===== src/hw/rtl/range_count_and_clear_below_threshold_top_defines.svh =====
// Assertion macros shared by the RTL files of the range count-and-clear block.
`ifndef RANGE_COUNT_AND_CLEAR_BELOW_THRESHOLD_TOP_DEFINES_SVH
`define RANGE_COUNT_AND_CLEAR_BELOW_THRESHOLD_TOP_DEFINES_SVH

// Same-cycle implication, checked outside reset.
`define RCC_ASSERT_NOW(label, clk, rst, ante, cons) \
   label: assert property (@(posedge clk) disable iff (rst) (ante) |-> (cons)) \
      else $error("rcc assertion failed");

// Next-cycle implication, checked outside reset.
`define RCC_ASSERT_NEXT(label, clk, rst, ante, cons) \
   label: assert property (@(posedge clk) disable iff (rst) (ante) |=> (cons)) \
      else $error("rcc assertion failed");

`endif


===== src/hw/rtl/rcc_pkg.sv =====
package rcc_pkg;

   localparam int DEPTH_DEFAULT   = 64;
   localparam int CELL_LIMIT      = 64;   // positions and bounds are 6 bits wide
   localparam int CMD_QUEUE_SLOTS = 2;

   localparam int IDX_W   = 6;
   localparam int VALUE_W = 31;
   localparam int COUNT_W = 7;
   localparam int GROUP_W = 8;            // match bits summed per first-stage adder
   localparam int GSUM_W  = 4;

   localparam logic [VALUE_W-1:0] EMPTY_VALUE = {VALUE_W{1'b1}};

   typedef enum logic {
      OP_SET   = 1'b0,
      OP_COUNT = 1'b1
   } op_type;

   typedef struct packed {
      op_type               kind;
      logic [IDX_W-1:0]     position;
      logic [VALUE_W-1:0]   operand;   // value for a set, threshold for a count
      logic [IDX_W-1:0]     lo;
      logic [IDX_W-1:0]     hi;        // already clipped to the last cell
   } cmd_type;

   typedef enum logic [1:0] {
      ST_IDLE,
      ST_SUM_GROUPS,
      ST_SUM_TOTAL
   } back_state_type;

   function automatic int num_cells(input int depth);
      return (depth < CELL_LIMIT) ? depth : CELL_LIMIT;
   endfunction

endpackage


===== src/hw/rtl/rcc_front.sv =====
module rcc_front #(
   parameter int DEPTH = rcc_pkg::DEPTH_DEFAULT
) (
   input  logic                          req_op,
   input  logic [rcc_pkg::IDX_W-1:0]     req_position,
   input  logic [rcc_pkg::VALUE_W-1:0]   req_value,
   input  logic [rcc_pkg::IDX_W-1:0]     req_lo,
   input  logic [rcc_pkg::IDX_W-1:0]     req_hi,
   input  logic [rcc_pkg::VALUE_W-1:0]   req_threshold,
   input  logic                          accept,
   output logic                          cmd_push,
   output rcc_pkg::cmd_type              cmd
);
   import rcc_pkg::*;

   localparam int NumCells = num_cells(DEPTH);
   localparam logic [IDX_W-1:0] LastCell = IDX_W'(NumCells - 1);

   logic set_in_table;

   // A set beyond the stored cells is taken but never reaches the back end.
   assign set_in_table = {1'b0, req_position} < (IDX_W + 1)'(NumCells);

   always_comb begin
      cmd.kind     = op_type'(req_op);
      cmd.position = req_position;
      cmd.operand  = (req_op == OP_COUNT) ? req_threshold : req_value;
      cmd.lo       = req_lo;
      cmd.hi       = (req_hi > LastCell) ? LastCell : req_hi;
      cmd_push     = accept && ((req_op == OP_COUNT) || set_in_table);
   end

endmodule


===== config.mk =====
export PLATFORM = sky130hd
export DESIGN_NAME = rcc_front
export DESIGN_NICKNAME = d
export VERILOG_FILES = /design/src/hw/rtl/range_count_and_clear_below_threshold_top_defines.svh /design/src/hw/rtl/rcc_pkg.sv /design/src/hw/rtl/rcc_front.sv
export SDC_FILE = /design/constraint.sdc
export NUM_CORES = 1
export LEC_CHECK = 0
export BUFFER_PORTS_ARGS = -buffer_cell sky130_fd_sc_hd__buf_2
export CORE_MARGIN = 4
export CORE_UTILIZATION = 20
export DETAILED_ROUTE_END_ITERATION = 6
export GPL_ROUTABILITY_DRIVEN = 0
export GPL_TIMING_DRIVEN = 0
export PLACE_DENSITY = 0.89
export SLEW_MARGIN = 20
export SYNTH_ARGS = -nofsm -noshare
export SYNTH_HDL_FRONTEND = slang
export SYNTH_SLANG_ARGS = --single-unit

===== constraint.sdc =====
create_clock -name vclk -period 0.8
set_clock_uncertainty 0.15 [all_clocks]
set_input_delay 0.04 -clock vclk [all_inputs]
set_output_delay 0.04 -clock vclk [all_outputs]
set_load 0.005 [all_outputs]

# --- Yosys cells after proc, flatten, opt, wreduce, memory -nomap -nowiden ---
# Cells that the tools add are included.
op_classes:
  order_cmp: 1
  n_mux: 2
op_table:
  columns: ["op", "count"]
  rows:
  - ["$mux 31", 1]
  - ["$gt 6x6->1 const B", 1]
  - ["$mux 6", 1]
word_totals:
  regBits: 0
  input_bits: 82
  output_inout_bits: 51
  wordCells: 3

# --- Longest topological paths before layout ---
logic_depth:
  word_depth: 2
  ltp_mapped: 2
  depth_no_buf: 1

# --- Worst setup path before layout ---
# OpenSTA, ideal clock, no wires.
synth_timing:
  path_kind: "input -> output"
  from: "input port req_op"
  to: "output port cmd[12] in the netlist's numbering"
  arrival_ns: 0.489
  required_time_ns: 0.610
  path_slack_ns: 0.121
  cell_stages: 2
  n_path_buf: 1
  path_cell_list: "buf_6 -> mux2_2"
synth_rtl:
  columns: ["item", "line", "source"]
  rows:
  - ["from (decl)", "rcc_front.sv:4", "input logic req_op,"]
  - ["to (decl)", "rcc_front.sv:12", "output rcc_pkg::cmd_type cmd"]

==> results.json <==
{
  "wirelength_um": 3320,
  "synth_top_area_share": 0.684,
  "status": "finished with violations",
  "syn-instance-count": 54,
  "yosys-top-cells-area": "mux2_2 (68%), buf_4 (21%), buf_6 (6.6%)",
  "power_frac_comb": 1.000,
  "tns_ns": -3.69,
  "grt.busiest_layer": "met2",
  "worst-setup-path-type": "in2out",
  "hold_viol": 0,
  "firstDrtPassIters": 2,
  "leakagePower_nw": 0.887,
  "vias": 886,
  "rsz0062_at_grt": "true",
  "cp-start-kind": "input port",
  "cap_violations": 0,
  "seqCellArea_sq_um": 0,
  "grt_usage": 0.152,
  "ys_seq_area_frac": 0,
  "route.detailed.drc": 0,
  "internal_power_w": 0.000630,
  "std_cell_rows": 18,
  "layout.nets": 256,
  "syn-cell-area_sq_um": 510,
  "violations": "negative setup slack",
  "coreArea_sq_um": 2450,
  "period_minus_slack_ns": 0.944,
  "antenna_found_initial": 0,
  "grt_pass1_vias": 901,
  "wl_per_cell_um": 16.4,
  "die-area_sq_um": 3420,
  "period_share": 1.18,
  "die_h_um": 58.5,
  "worst_pin_slew_ns": 0.0884,
  "syn_avg_cell_area_sq_um": 9.45,
  "io_pins": 133,
  "final_util": 0.614,
  "power_density_nw_per_um2": 603,
  "worstPathMaxFanout": 8,
  "slew_headroom": 0.941,
  "drtAntennaViolNets": 0,
  "setup_ws_ns": -0.144,
  "synth_commonest_cells": "mux2_2 (31), buf_4 (14), clkbuf_1 (6)",
  "met1_usage": 0.156,
  "cp_data_required_time_ns": 0.61,
  "arrival_ns": 0.75,
  "hpwl_um": 2640,
  "power.clock.fraction": 0,
  "yosys.cell_types.count": 4,
  "final_max_slew_viol_count": 0,
  "floorplan.initialDensity": 0.208,
  "synth_warnings": 0,
  "grt_util_met3": 0.0570,
  "nClkBuffers": 0,
  "grt.overflow.total": 0,
  "yosysMostFrequentCell": "mux2_2",
  "hold_buffers": 0,
  "drive_above_1_share": 0.965,
  "p_sw_w": 0.000278,
  "synth_top_cell_by_area": "mux2_2",
  "num_antenna_cells": 0,
  "grt_start_max_net_pins": 11,
  "chipWidth_um": 58.5,
  "swShare": 0.306,
  "grtUsageMet2": 0.303,
  "drtIter0Drc": 12,
  "via_per_inst": 4.39,
  "fmax_ghz": 1.06,
  "ir_worst_vdd_mv": 0.334,
  "end_kind": "output pin",
  "grt_pass1_wl_um": 4070,
  "syn-num-nets": 136,
  "p_total_w": 0.000908,
  "hold_path.class": "in2out",
  "pwr-share-seq": 0,
  "syn_to_final_growth_pct": 195,
  "portBuffers": 114,
  "seq_cells": 0,
  "finalSetupViolCount": 31
}
-- layout make-up --
| type | instances | area, sq um |
|---|---|---|
| Fill cell | 206 | 947 |
| Timing Repair Buffer | 118 | 846 |
| Multi-Input combinational cell | 31 | 447 |
| Buffer | 23 | 178 |
| Tap cell | 30 | 37.5 |
-- metrics by stage --
step	instances	setup slack, ns	cell area (sq um)	hold slack [ns]
final	202	-0.144	1510	0.0883
after global routing	202	-0.158	1510	0.0999
after CTS	200	-0.148	1300	0.0898
after detailed placement	198	-0.263	1120	0.0878
after global placement	198	-0.277	1120	0.0876
after floorplan	54	0.121	510	0.00938
-- cells by family after synthesis --
| family | count (synthesis) | share of synthesized area |
|---|---|---|
| muxes | 31 | 0.684 |
| buffers and inverters | 23 | 0.316 |
-- power groups by stage --
stage	clock, W	sequential [W]	combinational [W]
after floorplan	0	0	0.000264
after global placement	0	0	0.000598
after detailed placement	0	0	0.000609
after CTS	0	0	0.000751
after global routing	0	0	0.000966
final	0	0	0.000908
-- worst paths after layout --
path  startpoint      end  slack, ns  cells past startpoint
max       req_op  cmd[25]      -0.14                      4
min    req_hi[2]   cmd[2]       0.09                      2
-- placed cells by master, fill, tap and decap left out, drive strengths merged --
cell type and count:
clkbuf 8, buf 133, mux2 31
-- critical path: stages --
cell       delay (ns)
buf_12           0.13
clkbuf_16        0.16
mux2_4           0.31
buf_6            0.12
-- metal layers --
metal / wire (um) / up-vias
li1: - / 409
met1: 1050 / 395
met2: 1720 / 82
met3: 546 / 0
met4: 0 / 0
met5: 0 / -
-- timing repair --
| item | 4_1_cts | 5_1_grt |
|---|---|---|
| setup buffers | 1 | 0 |
| gates resized for setup | 32 | 31 |
| setup endpoints to repair | 31 | 31 |
| gates cloned | 1 | 2 |
(Power assumes the default switching activity.)
