$ cat config.mk
export PLATFORM = sky130hd
export DESIGN_NAME = rcc_cmd_queue
export DESIGN_NICKNAME = d
export VERILOG_FILES = /design/src/hw/rtl/rcc_pkg.sv /design/src/hw/rtl/rcc_cmd_queue.sv
export VERILOG_INCLUDE_DIRS = /design/src /design/src/hw/rtl
export SDC_FILE = /design/constraint.sdc
export NUM_CORES = 1
export LEC_CHECK = 0
export ABC_AREA = 1
export BUFFER_PORTS_ARGS = -buffer_cell sky130_fd_sc_hd__buf_2
export CAP_MARGIN = 25
export CELL_PAD_IN_SITES_DETAIL_PLACEMENT = 0
export CELL_PAD_IN_SITES_GLOBAL_PLACEMENT = 1
export CORE_MARGIN = 2
export CORE_UTILIZATION = 50
export CTS_BUF_LIST = sky130_fd_sc_hd__clkbuf_2 sky130_fd_sc_hd__clkbuf_4 sky130_fd_sc_hd__clkbuf_8
export DETAILED_ROUTE_END_ITERATION = 8
export GPL_ROUTABILITY_DRIVEN = 0
export PLACE_DENSITY = 0.95
export SYNTH_ARGS = -nofsm -noshare
export SYNTH_HDL_FRONTEND = slang
export SYNTH_SLANG_ARGS = --single-unit
$ cat constraint.sdc
create_clock -name clock -period 5.55 [get_ports clock]
set_input_delay 0.555 -clock clock [delete_from_list [all_inputs] [get_ports clock]]
set_output_delay 0.555 -clock clock [all_outputs]
set_load 0.005 [all_outputs]
$ cat src/hw/rtl/range_count_and_clear_below_threshold_top_defines.svh
// Assertion macros shared by the RTL files of the range count-and-clear block.
`ifndef RANGE_COUNT_AND_CLEAR_BELOW_THRESHOLD_TOP_DEFINES_SVH
`define RANGE_COUNT_AND_CLEAR_BELOW_THRESHOLD_TOP_DEFINES_SVH

// Same-cycle implication, checked outside reset.
`define RCC_ASSERT_NOW(label, clk, rst, ante, cons) \
   label: assert property (@(posedge clk) disable iff (rst) (ante) |-> (cons)) \
      else $error("rcc assertion failed");

// Next-cycle implication, checked outside reset.
`define RCC_ASSERT_NEXT(label, clk, rst, ante, cons) \
   label: assert property (@(posedge clk) disable iff (rst) (ante) |=> (cons)) \
      else $error("rcc assertion failed");

`endif

$ cat src/hw/rtl/rcc_pkg.sv
package rcc_pkg;

   localparam int DEPTH_DEFAULT   = 64;
   localparam int CELL_LIMIT      = 64;   // positions and bounds are 6 bits wide
   localparam int CMD_QUEUE_SLOTS = 2;

   localparam int IDX_W   = 6;
   localparam int VALUE_W = 31;
   localparam int COUNT_W = 7;
   localparam int GROUP_W = 8;            // match bits summed per first-stage adder
   localparam int GSUM_W  = 4;

   localparam logic [VALUE_W-1:0] EMPTY_VALUE = {VALUE_W{1'b1}};

   typedef enum logic {
      OP_SET   = 1'b0,
      OP_COUNT = 1'b1
   } op_type;

   typedef struct packed {
      op_type               kind;
      logic [IDX_W-1:0]     position;
      logic [VALUE_W-1:0]   operand;   // value for a set, threshold for a count
      logic [IDX_W-1:0]     lo;
      logic [IDX_W-1:0]     hi;        // already clipped to the last cell
   } cmd_type;

   typedef enum logic [1:0] {
      ST_IDLE,
      ST_SUM_GROUPS,
      ST_SUM_TOTAL
   } back_state_type;

   function automatic int num_cells(input int depth);
      return (depth < CELL_LIMIT) ? depth : CELL_LIMIT;
   endfunction

endpackage

$ cat src/hw/rtl/rcc_cmd_queue.sv
module rcc_cmd_queue #(
   parameter int SLOTS = rcc_pkg::CMD_QUEUE_SLOTS
) (
   input  logic              clock,
   input  logic              reset,
   input  logic              push,
   input  rcc_pkg::cmd_type  push_cmd,
   output logic              full,
   input  logic              pop,
   output logic              head_valid,
   output rcc_pkg::cmd_type  head_cmd
);
   import rcc_pkg::*;
   `include "range_count_and_clear_below_threshold_top_defines.svh"

   localparam int PtrW = (SLOTS > 1) ? $clog2(SLOTS) : 1;
   localparam int CntW = $clog2(SLOTS + 1);
   localparam logic [PtrW-1:0] LastSlot = PtrW'(SLOTS - 1);

   cmd_type           slot_ff [SLOTS];
   logic [PtrW-1:0]   wr_ptr_ff, wr_ptr_in;
   logic [PtrW-1:0]   rd_ptr_ff, rd_ptr_in;
   logic [CntW-1:0]   count_ff,  count_in;
   logic              do_push, do_pop;

   assign full       = (count_ff == CntW'(SLOTS));
   assign head_valid = (count_ff != '0);
   assign head_cmd   = slot_ff[rd_ptr_ff];
   assign do_push    = push && !full;
   assign do_pop     = pop && head_valid;

   always_comb begin
      wr_ptr_in = wr_ptr_ff;
      rd_ptr_in = rd_ptr_ff;
      count_in  = count_ff;
      if (do_push) begin
         wr_ptr_in = (wr_ptr_ff == LastSlot) ? '0 : wr_ptr_ff + 1'b1;
      end
      if (do_pop) begin
         rd_ptr_in = (rd_ptr_ff == LastSlot) ? '0 : rd_ptr_ff + 1'b1;
      end
      if (do_push && !do_pop) begin
         count_in = count_ff + 1'b1;
      end else if (do_pop && !do_push) begin
         count_in = count_ff - 1'b1;
      end
   end

   always_ff @(posedge clock) begin
      if (reset) begin
         wr_ptr_ff <= '0;
         rd_ptr_ff <= '0;
         count_ff  <= '0;
      end else begin
         wr_ptr_ff <= wr_ptr_in;
         rd_ptr_ff <= rd_ptr_in;
         count_ff  <= count_in;
      end
   end

   always_ff @(posedge clock) begin
      if (do_push) begin
         slot_ff[wr_ptr_ff] <= push_cmd;
      end
   end

   `RCC_ASSERT_NOW(a_no_push_when_full, clock, reset, push, !full)
   `RCC_ASSERT_NOW(a_count_bounded, clock, reset, 1'b1, count_ff <= CntW'(SLOTS))
   `RCC_ASSERT_NEXT(a_pop_drains, clock, reset, do_pop && !do_push, count_ff == $past(count_ff) - 1'b1)

endmodule

Word level (Yosys, flattened, before mapping) --
Memory sizes are Yosys's and may differ from the RTL's. A register that Yosys moved wholly into a read port is not among the register bits. Cells that the tools add are included.
Storage, ports and cells: flip-flop bits (word level) 4, input bits 54, word-level logic and storage cells 26, ROM bits 0, memories kept 1, latch bits 0, RAM bits 100, output and inout port bits 52
Cells by class: reductions and logical operators 9, divide/modulo/power cells 0, multiply operators 0, magnitude comparators 0, bitwise operators 0, equality and inequality tests 1, multiplexer cells 8, shift-type cells 0, add/sub/neg operators 4
Memory list:
- slot_ff | words 2, width 50, rd ports 1, clocked after Yosys merged registers in 1, write ports 1, RTL line rcc_cmd_queue.sv:20 | cmd_type slot_ff [SLOTS];
Operators with widths (count):
- $mux W1 | 6
- $logic_and A1 B1 Y1 | 4
- $mux W2 | 2
- $reduce_bool A2 Y1 | 2
- $logic_not A1 Y1 | 3
- $add A1 B1 Y1 const B | 2
- $add A2 B1 Y2 const B | 1
- $eq A2 B2 Y1 const B | 1
- $sub A2 B1 Y2 const B | 1

Depth between registers and ports, before layout --
depth in word-level cells 7, depth in mapped cells 10, depth with buffers taken out 10

Worst setup path after synthesis --
No wires, ideal clock.
kind input port to flip-flop, start in push, end mem slot_ff[0][0] (netlist bit) (enable), setup slack 2.374 ns, arrival 2.718 ns, required time 5.092 ns, stages on the path 2, buffers on the path 0, setup time 0.458 ns, cell sequence o21ai_2 -> nor2_1
On the way: longest elaborated chain between the ends 3
Ends and longest elaborated chain:
- start, declared | RTL line rcc_cmd_queue.sv:6 | input logic push,
- $logic_and A1 B1 Y1 | RTL line rcc_cmd_queue.sv:29 | assign do_push = push && !full;
- $mux W1 | RTL line rcc_cmd_queue.sv:62 | if (do_push) begin
- $mux W1 (implied by the code) | RTL line rcc_cmd_queue.sv:63 | slot_ff[wr_ptr_ff] <= push_cmd;
- end, declared | RTL line rcc_cmd_queue.sv:20
No other way between the ends.

==> metrics <==
Root Driver clkbuf_8; clock-pin slew on the worst setup and hold paths 0.10 ns; final hold slack 0.390 ns; Leak Pwr 1.96 nW; die height 94.7 um; starting density of the core 50.8%; first-pass GRT wire length 9350 um; RSZ-0062 raised after global routing no; post-route insts no fill 415; post-synthesis cell type count 14; slowest CP cell dfxtp_4; Req. time, crit path 4.99 ns; P per Cell Area 413 nW/um2; top layer in use met4; DR WL met3 469 um; clk_skew 0.0137 ns; die footprint 8960 um2; Mean Syn Cell Area 21.3 um2; Final Hold Viols 0; H-tree depth 3; Worst setup EP type output port; Core Region 8090 um2; Filler cells 626; Hold Path Class in -> reg; Avg WL per Cell 15.4 um; DR WL met2 3210 um; clock buffer depth 2; final setup TNS 0 ns; DRC 0; # diodes 0; CP Data Arrival Time 1.83 ns; FMAX 419 MHz; antenna violations before repair 0; antenna viol nets, final 0; Total GRT Usage 14.0%; Min Clock Period, post-route 2.39 ns; CP startpoint kind register; worst-path cell chain mux2_4, buf_2; PortBufs 105; part of the cycle the worst path needs 43.0%; TritonCTS Buffers 9; via/cell ratio 4.87; Peak supply drop 0.236 mV; status complete, no violations; synth warn 0; Iteration-0 DRC Markers 117; leading area contributor after synthesis edfxtp_1; Design Power 2.02 mW; Die W 94.7 um; dpl hpwl 4150 um; Slew Viols, Final 0; grt ovf 0; sequential element share of the synthesized area 75.5%; WL met1 2620 um; Worst Max-Slew Pin Slew 0.922 ns; Syn Nets 248; share of post-route cells with drive strength above 1 57.1%; worst skew pair latency 0.35 ns; CTS tree done; CP Max Fanout 50; CP max stage delay 0.95 ns; clk sinks 105; hold_buf cts 0; vias in the first global route 2026; Synth top area share 73.1%; max_slew headroom 38.5%; 1st-pass router iterations 4; post-cts resize count 0; num ports 106; synth-to-layout area growth 18.9%; synth top area cells edfxtp_1 73%, mux2_4 18%, buf_12 2.4%, dfxtp_1 2.4%, inv_1 0.73%; Syn Std Cell Area 4110 um2; Placed Cells 399; MaxCap Viol Count 0; final WL 6380 um; total number of vias 2021; pin count of the biggest net entering global routing 51; postcts setup bufs 0; Worst Setup Path Type reg -> out; Syn Inst Count 193; flops & latches, synth 105; Rows 33; final setup fails 0; Final nets 360
worst max-delay path, delay by kind of cell, from the launching register on:
kind,cells,cell delay (ns)
buf+inv,1,0.13
flops,1,0.95
mux,1,0.36
routing by layer:
layer  up-vias  global-route usage, %
li1        959                      -
met1       994                   16.7
met2        61                   23.1
met3         7                   4.47
met4         0                   6.76
met5         -                      0
final cells by class:
class | count | area (um2) | area share [%]
Clock inverter | 7 | 75.1 | 1.54
Tap cell | 105 | 131 | 2.69
Clock buffer | 9 | 124 | 2.53
Inverter | 8 | 30.0 | 0.614
Sequential cell | 105 | 3110 | 63.6
Timing Repair Buffer | 107 | 541 | 11.1
Multi-Input combinational cell | 74 | 880 | 18.0
Yosys cell counts (all sizes together):
cell type  number
edfxtp        100
mux2           50
inv             8
nor2            8
nand2           7
buf             6
dfxtp           5
o21ai           3
a21oi           2
nand3           2
ha              1
nand4           1
cell usage in the layout (no fill, tap or decap):
cell / count
buf_2: 105
edfxtp_1: 100
mux2_4: 50
clkbuf_8: 9
inv_1: 8
nand2_1: 7
nor2_1: 6
dfxtp_1: 4
inv_6: 3
nor2_4: 2
o21ai_0: 2
a21oi_1: 2
nand3_1: 2
clkinv_2: 2
buf_4: 2
o21ai_2: 1
nand4_1: 1
ha_1: 1
dfxtp_4: 1
bufinv_16: 1
clkinv_4: 1
logic make-up (layout without fill, tap and decap cells):
| family | Yosys count | in the layout | share of synthesized area [%] |
|---|---|---|---|
| DFF | 105 | 105 | 75.5 |
| adders and majority gates | 1 | 1 | 0.304 |
| AOI/OAI and AO/OA | 5 | 5 | 0.700 |
| buffers and inverters | 14 | 131 | 3.44 |
| muxes | 50 | 50 | 18.3 |
| and+or+nand+nor | 18 | 18 | 1.77 |
final timing paths:
path	startpoint	endpoint	depth (start not counted)	slack, ns
setup / recovery	register	head_cmd[35]	2	3.16
hold reg to reg	rd_ptr_ff	rd_ptr_ff	2	0.51
setup reg to reg	count_ff[1]	slot_ff[1][26]	4	3.95
hold / removal	push_cmd[24]	slot_ff[0][24]	1	0.39
state kept, by name, summed over array words and instances, names as in the netlist, named ones only:
signal	count
wr_ptr_ff	1
count_ff	2
slot_ff	100
rd_ptr_ff	1
per-stage QoR:
step	util (%)	setup WS [ns]	instance area (um2)
floorplan	-	2.37	4110
global placement	57.9	3.52	4690
detailed placement	57.9	3.52	4690
CTS	60.4	3.12	4890
global route	60.4	3.09	4890
finish	60.4	3.16	4890
power breakdown:
| part | switching (mW) | total [mW] | leakage (nW) | internal (mW) |
|---|---|---|---|---|
| Sequential | 0.0845 | 1.09 | 0.975 | 1.00 |
| Clock | 0.248 | 0.461 | 0.104 | 0.213 |
| Combinational | 0.190 | 0.468 | 0.878 | 0.278 |
No activity file was read; power rests on OpenSTA's default activity.
